## src/design/stcw_pkg.sv

```systemverilog
`default_nettype none
package stcw_pkg;

  localparam int unsigned WORD_COUNT = 64;
  localparam int unsigned ADDR_W     = $clog2(WORD_COUNT);
  localparam logic [31:0] IDENTITY_VALUE = 32'h0000_0000;

  typedef enum logic [1:0] {
    OP_TICK  = 2'd0,
    OP_READ  = 2'd1,
    OP_WRITE = 2'd2
  } op_t;

  typedef logic [ADDR_W-1:0] addr_t;

  // Register word indexes (byte offset / 4)
  localparam addr_t W_CLC     = addr_t'(0);
  localparam addr_t W_ID      = addr_t'(2);
  localparam addr_t W_TIM0    = addr_t'(4);
  localparam addr_t W_TIM6    = addr_t'(10);
  localparam addr_t W_CAP     = addr_t'(11);
  localparam addr_t W_CMP0    = addr_t'(12);
  localparam addr_t W_CMP1    = addr_t'(13);
  localparam addr_t W_CMCON   = addr_t'(14);
  localparam addr_t W_ICR     = addr_t'(15);
  localparam addr_t W_ISCR    = addr_t'(16);
  localparam addr_t W_TIM0SV  = addr_t'(8'h50 / 4);
  localparam addr_t W_CAPSV   = addr_t'(8'h50 / 4 + 1);
  localparam addr_t W_OCS     = addr_t'(8'hE8 / 4);
  localparam addr_t W_KRSTCLR = addr_t'(8'hE8 / 4 + 1);
  localparam addr_t W_KRST1   = addr_t'(8'hE8 / 4 + 2);
  localparam addr_t W_KRST0   = addr_t'(8'hE8 / 4 + 3);
  localparam addr_t W_ACCEN1  = addr_t'(8'hE8 / 4 + 4);
  localparam addr_t W_ACCEN0  = addr_t'(8'hE8 / 4 + 5);

  // ICR and ISCR bit positions
  localparam int unsigned ICR_CMP0EN   = 0;
  localparam int unsigned ICR_CMP0IR   = 1;
  localparam int unsigned ICR_CMP1IR   = 5;
  localparam int unsigned ISCR_CMP0IRR = 0;
  localparam int unsigned ISCR_CMP0IRS = 1;
  localparam int unsigned ISCR_CMP1IRR = 2;
  localparam int unsigned ISCR_CMP1IRS = 3;

  typedef struct packed {
    logic [1:0]  operation;
    addr_t       word_address;
    logic [31:0] write_data;
  } in_item_t;

  typedef struct packed {
    logic [31:0] read_data;
    logic        compare_irq;
  } out_item_t;

endpackage
`default_nettype wire

```

## src/design/stcw_in_if.sv

```systemverilog
`default_nettype none
interface stcw_in_if;
  import stcw_pkg::*;

  logic     valid;
  logic     ready;
  in_item_t data;

  modport source (output valid, output data, input ready);
  modport sink   (input valid, input data, output ready);
endinterface
`default_nettype wire

```

## src/design/stcw_out_if.sv

```systemverilog
`default_nettype none
interface stcw_out_if;
  import stcw_pkg::*;

  logic      valid;
  logic      ready;
  out_item_t data;

  modport source (output valid, output data, input ready);
  modport sink   (input valid, input data, output ready);
endinterface
`default_nettype wire

```

## src/design/system_timer_compare_window_unit.sv

```systemverilog
// The result of an item is registered and is on the output in the cycle after it is accepted.
// Throughput: one item per cycle while the output is taken; the counter, register words and compare window
// all update at the clock edge that loads the result register.
// The result register frees as it is taken, so input and output may both move each cycle.
// Reset (synchronous, rst_n low): counter and register words clear, ID loads
// the identity value, output goes empty.
`default_nettype none
module system_timer_compare_window_unit (
  input  wire          clk,
  input  wire          rst_n,
  stcw_in_if.sink      in_ch,
  stcw_out_if.source   out_ch
);
  import stcw_pkg::*;

  logic [63:0] count_r, count_nxt;
  logic [31:0] clc_r, clc_nxt;
  logic [31:0] id_r, id_nxt;
  logic [31:0] cap_r, cap_nxt;
  logic [31:0] cmp0_r, cmp0_nxt;
  logic [31:0] cmp1_r, cmp1_nxt;
  logic [31:0] cmcon_r, cmcon_nxt;
  logic [31:0] icr_r, icr_nxt;
  logic [31:0] ocs_r, ocs_nxt;
  logic [31:0] krstclr_r, krstclr_nxt;
  logic [31:0] krst1_r, krst1_nxt;
  logic [31:0] krst0_r, krst0_nxt;
  logic [31:0] accen1_r, accen1_nxt;
  logic [31:0] accen0_r, accen0_nxt;

  logic      out_valid_r, out_valid_nxt;
  out_item_t out_data_r, out_data_nxt;

  logic        accept;
  logic [63:0] count_inc;
  logic [4:0]  win_start;
  logic [5:0]  win_bits;
  logic [5:0]  win_top;
  logic [63:0] full_mask;
  logic [63:0] win_mask;
  logic [63:0] target;
  logic        match;
  logic [2:0]  tim_idx;
  logic [63:0] tim_shifted;
  logic [31:0] rd;
  logic        irq;
  addr_t       addr;
  logic [31:0] wdata;

  assign accept      = in_ch.valid && in_ch.ready;
  assign in_ch.ready = !out_valid_r || out_ch.ready;
  assign out_ch.valid = out_valid_r;
  assign out_ch.data  = out_data_r;

  assign addr  = in_ch.data.word_address;
  assign wdata = in_ch.data.write_data;

  // Compare window: bits below start must be zero, window must equal low CMP0 bits.
  // start + size + 1 never exceeds 63, so one mask covers both checks.
  assign count_inc = count_r + 64'd1;
  assign win_start = cmcon_r[12:8];
  assign win_bits  = {1'b0, cmcon_r[4:0]} + 6'd1;
  assign win_top   = {1'b0, win_start} + win_bits;
  assign full_mask = ~({64{1'b1}} << win_top);
  assign win_mask  = ~({64{1'b1}} << win_bits);
  assign target    = ({32'd0, cmp0_r} & win_mask) << win_start;
  assign match     = (count_inc & full_mask) == target;

  assign tim_idx     = 3'(addr - W_TIM0);
  assign tim_shifted = count_r >> {tim_idx, 2'b00};

  always_comb begin
    count_nxt   = count_r;
    clc_nxt     = clc_r;
    id_nxt      = id_r;
    cap_nxt     = cap_r;
    cmp0_nxt    = cmp0_r;
    cmp1_nxt    = cmp1_r;
    cmcon_nxt   = cmcon_r;
    icr_nxt     = icr_r;
    ocs_nxt     = ocs_r;
    krstclr_nxt = krstclr_r;
    krst1_nxt   = krst1_r;
    krst0_nxt   = krst0_r;
    accen1_nxt  = accen1_r;
    accen0_nxt  = accen0_r;
    rd          = 32'd0;
    irq         = 1'b0;
    if (accept) begin
      case (op_t'(in_ch.data.operation))
        OP_TICK: begin
          count_nxt = count_inc;
          if (match) begin
            icr_nxt[ICR_CMP0IR] = 1'b1;
            irq = icr_r[ICR_CMP0EN];
          end
        end
        OP_READ: begin
          // Timer reads snapshot the upper half of the counter
          if (addr inside {[W_TIM0:W_TIM6], W_TIM0SV}) begin
            cap_nxt = count_r[63:32];
          end
          case (addr)
            W_TIM0SV:           rd = count_r[31:0];
            W_CAP, W_CAPSV:     rd = cap_r;
            W_CLC:              rd = clc_r;
            W_ID:               rd = id_r;
            W_CMP0:             rd = cmp0_r;
            W_CMP1:             rd = cmp1_r;
            W_CMCON:            rd = cmcon_r;
            W_ICR:              rd = icr_r;
            W_OCS:              rd = ocs_r;
            W_KRSTCLR:          rd = krstclr_r;
            W_KRST1:            rd = krst1_r;
            W_KRST0:            rd = krst0_r;
            W_ACCEN1:           rd = accen1_r;
            W_ACCEN0:           rd = accen0_r;
            default: begin
              if (addr inside {[W_TIM0:W_TIM6]}) begin
                rd = tim_shifted[31:0];
              end
            end
          endcase
        end
        OP_WRITE: begin
          case (addr)
            W_ISCR: begin
              // Clear first, then set
              if (wdata[ISCR_CMP0IRR]) icr_nxt[ICR_CMP0IR] = 1'b0;
              if (wdata[ISCR_CMP1IRR]) icr_nxt[ICR_CMP1IR] = 1'b0;
              if (wdata[ISCR_CMP0IRS]) icr_nxt[ICR_CMP0IR] = 1'b1;
              if (wdata[ISCR_CMP1IRS]) icr_nxt[ICR_CMP1IR] = 1'b1;
            end
            W_CLC:     clc_nxt     = wdata;
            W_ID:      id_nxt      = wdata;
            W_CAP:     cap_nxt     = wdata;
            W_CMP0:    cmp0_nxt    = wdata;
            W_CMP1:    cmp1_nxt    = wdata;
            W_CMCON:   cmcon_nxt   = wdata;
            W_ICR:     icr_nxt     = wdata;
            W_OCS:     ocs_nxt     = wdata;
            W_KRSTCLR: krstclr_nxt = wdata;
            W_KRST1:   krst1_nxt   = wdata;
            W_KRST0:   krst0_nxt   = wdata;
            W_ACCEN1:  accen1_nxt  = wdata;
            W_ACCEN0:  accen0_nxt  = wdata;
            // TIMn, TIM0SV and CAPSV words are never read back as stored: drop
            default: ;
          endcase
        end
        default: ;
      endcase
    end
  end

  always_comb begin
    out_data_nxt  = out_data_r;
    out_valid_nxt = out_valid_r;
    if (accept) begin
      out_data_nxt.read_data   = rd;
      out_data_nxt.compare_irq = irq;
      out_valid_nxt            = 1'b1;
    end else if (out_ch.ready) begin
      out_valid_nxt = 1'b0;
    end
  end

  always_ff @(posedge clk) begin
    if (!rst_n) begin
      count_r     <= 64'd0;
      clc_r       <= 32'd0;
      id_r        <= IDENTITY_VALUE;
      cap_r       <= 32'd0;
      cmp0_r      <= 32'd0;
      cmp1_r      <= 32'd0;
      cmcon_r     <= 32'd0;
      icr_r       <= 32'd0;
      ocs_r       <= 32'd0;
      krstclr_r   <= 32'd0;
      krst1_r     <= 32'd0;
      krst0_r     <= 32'd0;
      accen1_r    <= 32'd0;
      accen0_r    <= 32'd0;
      out_valid_r <= 1'b0;
    end else begin
      count_r     <= count_nxt;
      clc_r       <= clc_nxt;
      id_r        <= id_nxt;
      cap_r       <= cap_nxt;
      cmp0_r      <= cmp0_nxt;
      cmp1_r      <= cmp1_nxt;
      cmcon_r     <= cmcon_nxt;
      icr_r       <= icr_nxt;
      ocs_r       <= ocs_nxt;
      krstclr_r   <= krstclr_nxt;
      krst1_r     <= krst1_nxt;
      krst0_r     <= krst0_nxt;
      accen1_r    <= accen1_nxt;
      accen0_r    <= accen0_nxt;
      out_valid_r <= out_valid_nxt;
    end
  end

  always_ff @(posedge clk) begin
    out_data_r <= out_data_nxt;
  end

  a_count_tick: assert property (@(posedge clk) disable iff (!rst_n)
    (accept && in_ch.data.operation == OP_TICK) |=> count_r == $past(count_r) + 64'd1)
    else $error("counter did not advance on tick");

  a_irq_only_tick: assert property (@(posedge clk) disable iff (!rst_n)
    (accept && in_ch.data.operation != OP_TICK) |=> !out_data_r.compare_irq)
    else $error("interrupt raised by a non-tick item");

  a_irq_flags: assert property (@(posedge clk) disable iff (!rst_n)
    (out_valid_r && out_data_r.compare_irq) |-> (icr_r[ICR_CMP0IR] && icr_r[ICR_CMP0EN]))
    else $error("interrupt without flag and enable set");

  a_cap_snapshot: assert property (@(posedge clk) disable iff (!rst_n)
    (accept && in_ch.data.operation == OP_READ && addr == W_TIM0SV)
      |=> cap_r == $past(count_r[63:32]))
    else $error("capture missed on TIM0SV read");

endmodule
`default_nettype wire
```

## src/flat_wrapper.sv

```systemverilog
// flat-port wrapper written by rule: the top's interface ports become plain ports
module system_timer_compare_window_unit_flat import stcw_pkg::*;
  (clk, rst_n, in_ch_valid, in_ch_data, in_ch_ready, out_ch_valid, out_ch_data, out_ch_ready);
  stcw_in_if in_ch_i ();
  stcw_out_if out_ch_i ();
  input  wire clk;
  input  wire rst_n;
  input wire logic [$bits(in_ch_i.valid)-1:0] in_ch_valid;
  input wire logic [$bits(in_ch_i.data)-1:0] in_ch_data;
  output wire logic [$bits(in_ch_i.ready)-1:0] in_ch_ready;
  output wire logic [$bits(out_ch_i.valid)-1:0] out_ch_valid;
  output wire logic [$bits(out_ch_i.data)-1:0] out_ch_data;
  input wire logic [$bits(out_ch_i.ready)-1:0] out_ch_ready;
  assign in_ch_i.valid = in_ch_valid;
  assign in_ch_i.data = in_ch_data;
  assign in_ch_ready = in_ch_i.ready;
  assign out_ch_valid = out_ch_i.valid;
  assign out_ch_data = out_ch_i.data;
  assign out_ch_i.ready = out_ch_ready;
  system_timer_compare_window_unit u_core (.clk(clk), .rst_n(rst_n), .in_ch(in_ch_i), .out_ch(out_ch_i));
endmodule
```

## config.mk

```make
export PLATFORM = sky130hd
export DESIGN_NAME = system_timer_compare_window_unit_flat
export DESIGN_NICKNAME = d
export VERILOG_FILES = /design/src/design/stcw_pkg.sv /design/src/design/stcw_in_if.sv /design/src/design/stcw_out_if.sv /design/src/design/system_timer_compare_window_unit.sv /design/src/flat_wrapper.sv
export SDC_FILE = /design/constraint.sdc
export NUM_CORES = 2
export LEC_CHECK = 0
export BUFFER_PORTS_ARGS = -buffer_cell sky130_fd_sc_hd__buf_2
export CAP_MARGIN = 30
export CORE_MARGIN = 4
export CORE_UTILIZATION = 44
export CTS_BUF_LIST = sky130_fd_sc_hd__clkbuf_4
export DETAILED_ROUTE_END_ITERATION = 10
export PLACE_DENSITY_LB_ADDON = 0.2
export SLEW_MARGIN = 0
export SYNTH_ARGS = -nofsm -noshare
export SYNTH_HDL_FRONTEND = slang
export SYNTH_SLANG_ARGS = --single-unit
```

## constraint.sdc

```tcl
create_clock -name clk -period 11.95 [get_ports clk]
set_clock_uncertainty 0.2 [all_clocks]
set_input_delay 1.195 -clock clk [delete_from_list [all_inputs] [get_ports clk]]
set_output_delay 1.195 -clock clk [all_outputs]
set_load 0.1 [all_outputs]
```

==> impl_metrics.env <==
export IMPL_die_area_um2=75400
export IMPL_drt_first_pass_iters=9
export IMPL_postLayoutCellArea_um2=34100
export IMPL_num_vias=33100
export IMPL_peakVddDrop_mv=0.0834
export IMPL_syn2layout_area_growth_pct=8.98
export IMPL_p_leak_nw=11.4
export IMPL_worstSkewPairLatency_ps=990
export IMPL_cts_tree="yes"
export IMPL_multi_input_area_um2=19100
export IMPL_cts_sinks=514
export IMPL_crit_path_max_incr_delay_ps=760
export IMPL_final_core_util_pct=48.5
export IMPL_cap_viol_max_count=0
export IMPL_routed_via_density=6.58
export IMPL_max_freq_mhz=157
export IMPL_hp_class="reg -> reg"
export IMPL_synth_distinct_cells=92
export IMPL_startpoint_type="flip-flop"
export IMPL_slew_headroom_pct=28.9
export IMPL_cpMostUsedCell="ha_1"
export IMPL_clockRootBuffer="clkbuf_4"
export IMPL_synth_nets=4107
export IMPL_rsz0062_at_grt="no"
export IMPL_routed_wirelength_um=147000
export IMPL_cp_required_ps=12610
export IMPL_drc=0
export IMPL_io_pins=79
export IMPL_layout_commonest_cell="nand2_1"
export IMPL_async_reset_ff_share_pct=0
export IMPL_ctsResizeCount=0
export IMPL_ant_nets=0
export IMPL_routedWlPerCell_um=29.2
export IMPL_finalCritPeriodShare_pct=53.4
export IMPL_hpwl_um=100000
export IMPL_fin_hold_ws_ps=265
export IMPL_crit_type="reg -> reg"
export IMPL_total_power_mw=3.66
export IMPL_core_area_um2=70300
export IMPL_r2r_setup_slack_ps=5570
export IMPL_hold_buffers=0
export IMPL_synth_seq_cells=514
export IMPL_worst_slew_pin_slew_ps=1050
export IMPL_path_cells="ha_1 -> inv_1 -> ha_1 -> inv_1 -> ha_1 -> a21o_1 -> o21ai_0 -> and2_0 -> buf_4 -> nand2_1 -> a211oi_1 -> or3_1 -> o311ai_0 -> o2bb2ai_1 -> o2111ai_1 -> or4b_1 -> a211oi_2 -> and3_1 -> a211oi_2"
export IMPL_final_setup_worst_slack_ps=5570
export IMPL_fillCellCount=7092
export IMPL_die_h_um=275
export IMPL_syn_avg_cell_area_um2=7.73
export IMPL_mostFrequentLayoutCells="nand2_1 (1026), dfxtp_1 (478), a21boi_0 (409)"
export IMPL_drive_gt1_share_pct=12.3
export IMPL_synth_area_um2=31300
export IMPL_final_cells=5032
export IMPL_synthFlopType="dfxtp_1"
export IMPL_yosysSeqAreaShare_pct=34.0
export IMPL_port_buffers=78
export IMPL_ys_warn_count=0
export IMPL_grt_max_degree=198
export IMPL_min_period_ps=6380
export IMPL_run_status="completed"
export IMPL_start_util_pct=44.5
export IMPL_drv_slew=0
export IMPL_place_area_um2=32200
export IMPL_grt_pass1_wl_um=210000
export IMPL_power_density_nw_per_um2=107
export IMPL_grtUsageTotal_pct=37.7
export IMPL_antenna_found_initial=23
export IMPL_crit_arrival_ps=7040
export IMPL_setup_violations=0
export IMPL_grt_pass1_vias=30000
export IMPL_synthCells=4047
export IMPL_htree_levels=4
export IMPL_synth_edff_count=33
export IMPL_cts_buffers_inserted=136
export IMPL_die_w_um=275
export IMPL_clockBufferDepth=3
export IMPL_path_max_fanout=23
export IMPL_cts_setup_buffers=0
export IMPL_grt_ovfl_total=0
export IMPL_slowest_stage="a211oi_1"
export IMPL_end_kind="flip-flop"
export IMPL_ff_latch_area_um2=10600
export IMPL_num_rows=97
export IMPL_pre_cts_ws_ps=5810
export IMPL_hold_viol_final=0
export IMPL_path_clk_slew_ps=70
export IMPL_drt_iter0_markers=5176
export IMPL_place_inst=4778
export IMPL_tns_ps=0
export IMPL_layout_nets=4039
export IMPL_place_congestion=1.03
==> layer usage <==
metal | routed length [um] | track usage, % | vias to the layer above
li1 | - | - | 14400
met1 | 59000 | 51.7 | 15800
met2 | 59600 | 53.4 | 2421
met3 | 19600 | 11.1 | 473
met4 | 8540 | 19.4 | 18
met5 | 109 | 0 | -
==> final cells by class <==
class	count	share of cell area [%]
tap	940	3.45
inverter	39	0.430
antenna	13	0.0955
clock buffer	202	4.45
timing repair buffer	174	3.44
clock inverter	36	0.826
multi-input combinational	3114	56.1
sequential	514	31.2
==> final timing paths <==
check | from | end | cells after the start
max | u_core.cmcon_r[0] | u_core.icr_r[1] | 19
min | u_core.krstclr_r[2] | u_core.krstclr_r[2] | 2
max reg2reg | u_core.cmcon_r[0] | u_core.icr_r[1] | 19
min reg2reg | u_core.krstclr_r[2] | u_core.krstclr_r[2] | 2
==> sequential cells by signal, indices dropped and copies added, names as in the netlist <==
| signal | cells |
|---|---|
| u_core.accen0_r | 32 |
| u_core.krstclr_r | 32 |
| u_core.cap_r | 32 |
| u_core.cmcon_r | 32 |
| u_core.clc_r | 32 |
| u_core.krst0_r | 32 |
| u_core.cmp1_r | 32 |
| u_core.krst1_r | 32 |
| u_core.accen1_r | 32 |
| u_core.count_r | 64 |
| u_core.out_ch.valid | 1 |
| u_core.out_ch.data | 33 |
| u_core.ocs_r | 32 |
| u_core.cmp0_r | 32 |
| u_core.icr_r | 32 |
| u_core.id_r | 32 |
==> critical path, delay by kind of cell (launching register included) <==
kind / cells / cell delay (ps)
compound gates: 8 / 2130
fa+ha+maj: 3 / 1390
buf+inv: 3 / 580
flops: 1 / 640
simple gates: 5 / 1320
==> cells by family after synthesis <==
kind of cell	count (synthesis)	synth area share (%)
xor gates and xnor gates	142	4.00
and+or+nand+nor	1661	23.4
DFF	514	34.0
muxes	139	5.30
adders and majority gates	16	0.664
AOI/OAI and AO/OA	1156	27.2
buffers and inverters	419	5.41
==> cell usage after synthesis (27+ instances only) <==
master       n  area (um^2)
a21boi_0   409         3070
a21oi_1     93          465
a221oi_1    27          236
a222oi_1    28          280
a22oi_1    136         1020
and2_1      61          382
buf_1       29          109
clkbuf_1   313         1170
dfxtp_1    481         9630
edfxtp_1    33          991
inv_1       36          135
mux2_2      32          360
mux2i_1     89          891
nand2_1   1028         3860
nand3_1     89          445
nand4_1     75          469
nor2_1     166          623
nor3_1      71          355
nor4_1      30          188
o211a_1     34          340
o211ai_1    31          233
o21ai_0    124          621
or3_1       37          231
xnor2_1     83          727
xor2_1      58          508
==> power breakdown <==
group / switching, mW / internal [mW] / total (mW) / leakage [nW]
clock: 0.793 / 0.864 / 1.66 / 1.05
sequential: 0.00820 / 1.75 / 1.75 / 4.21
combinational: 0.190 / 0.0613 / 0.251 / 6.10
Note: power is estimated with default switching activity, not from simulation.
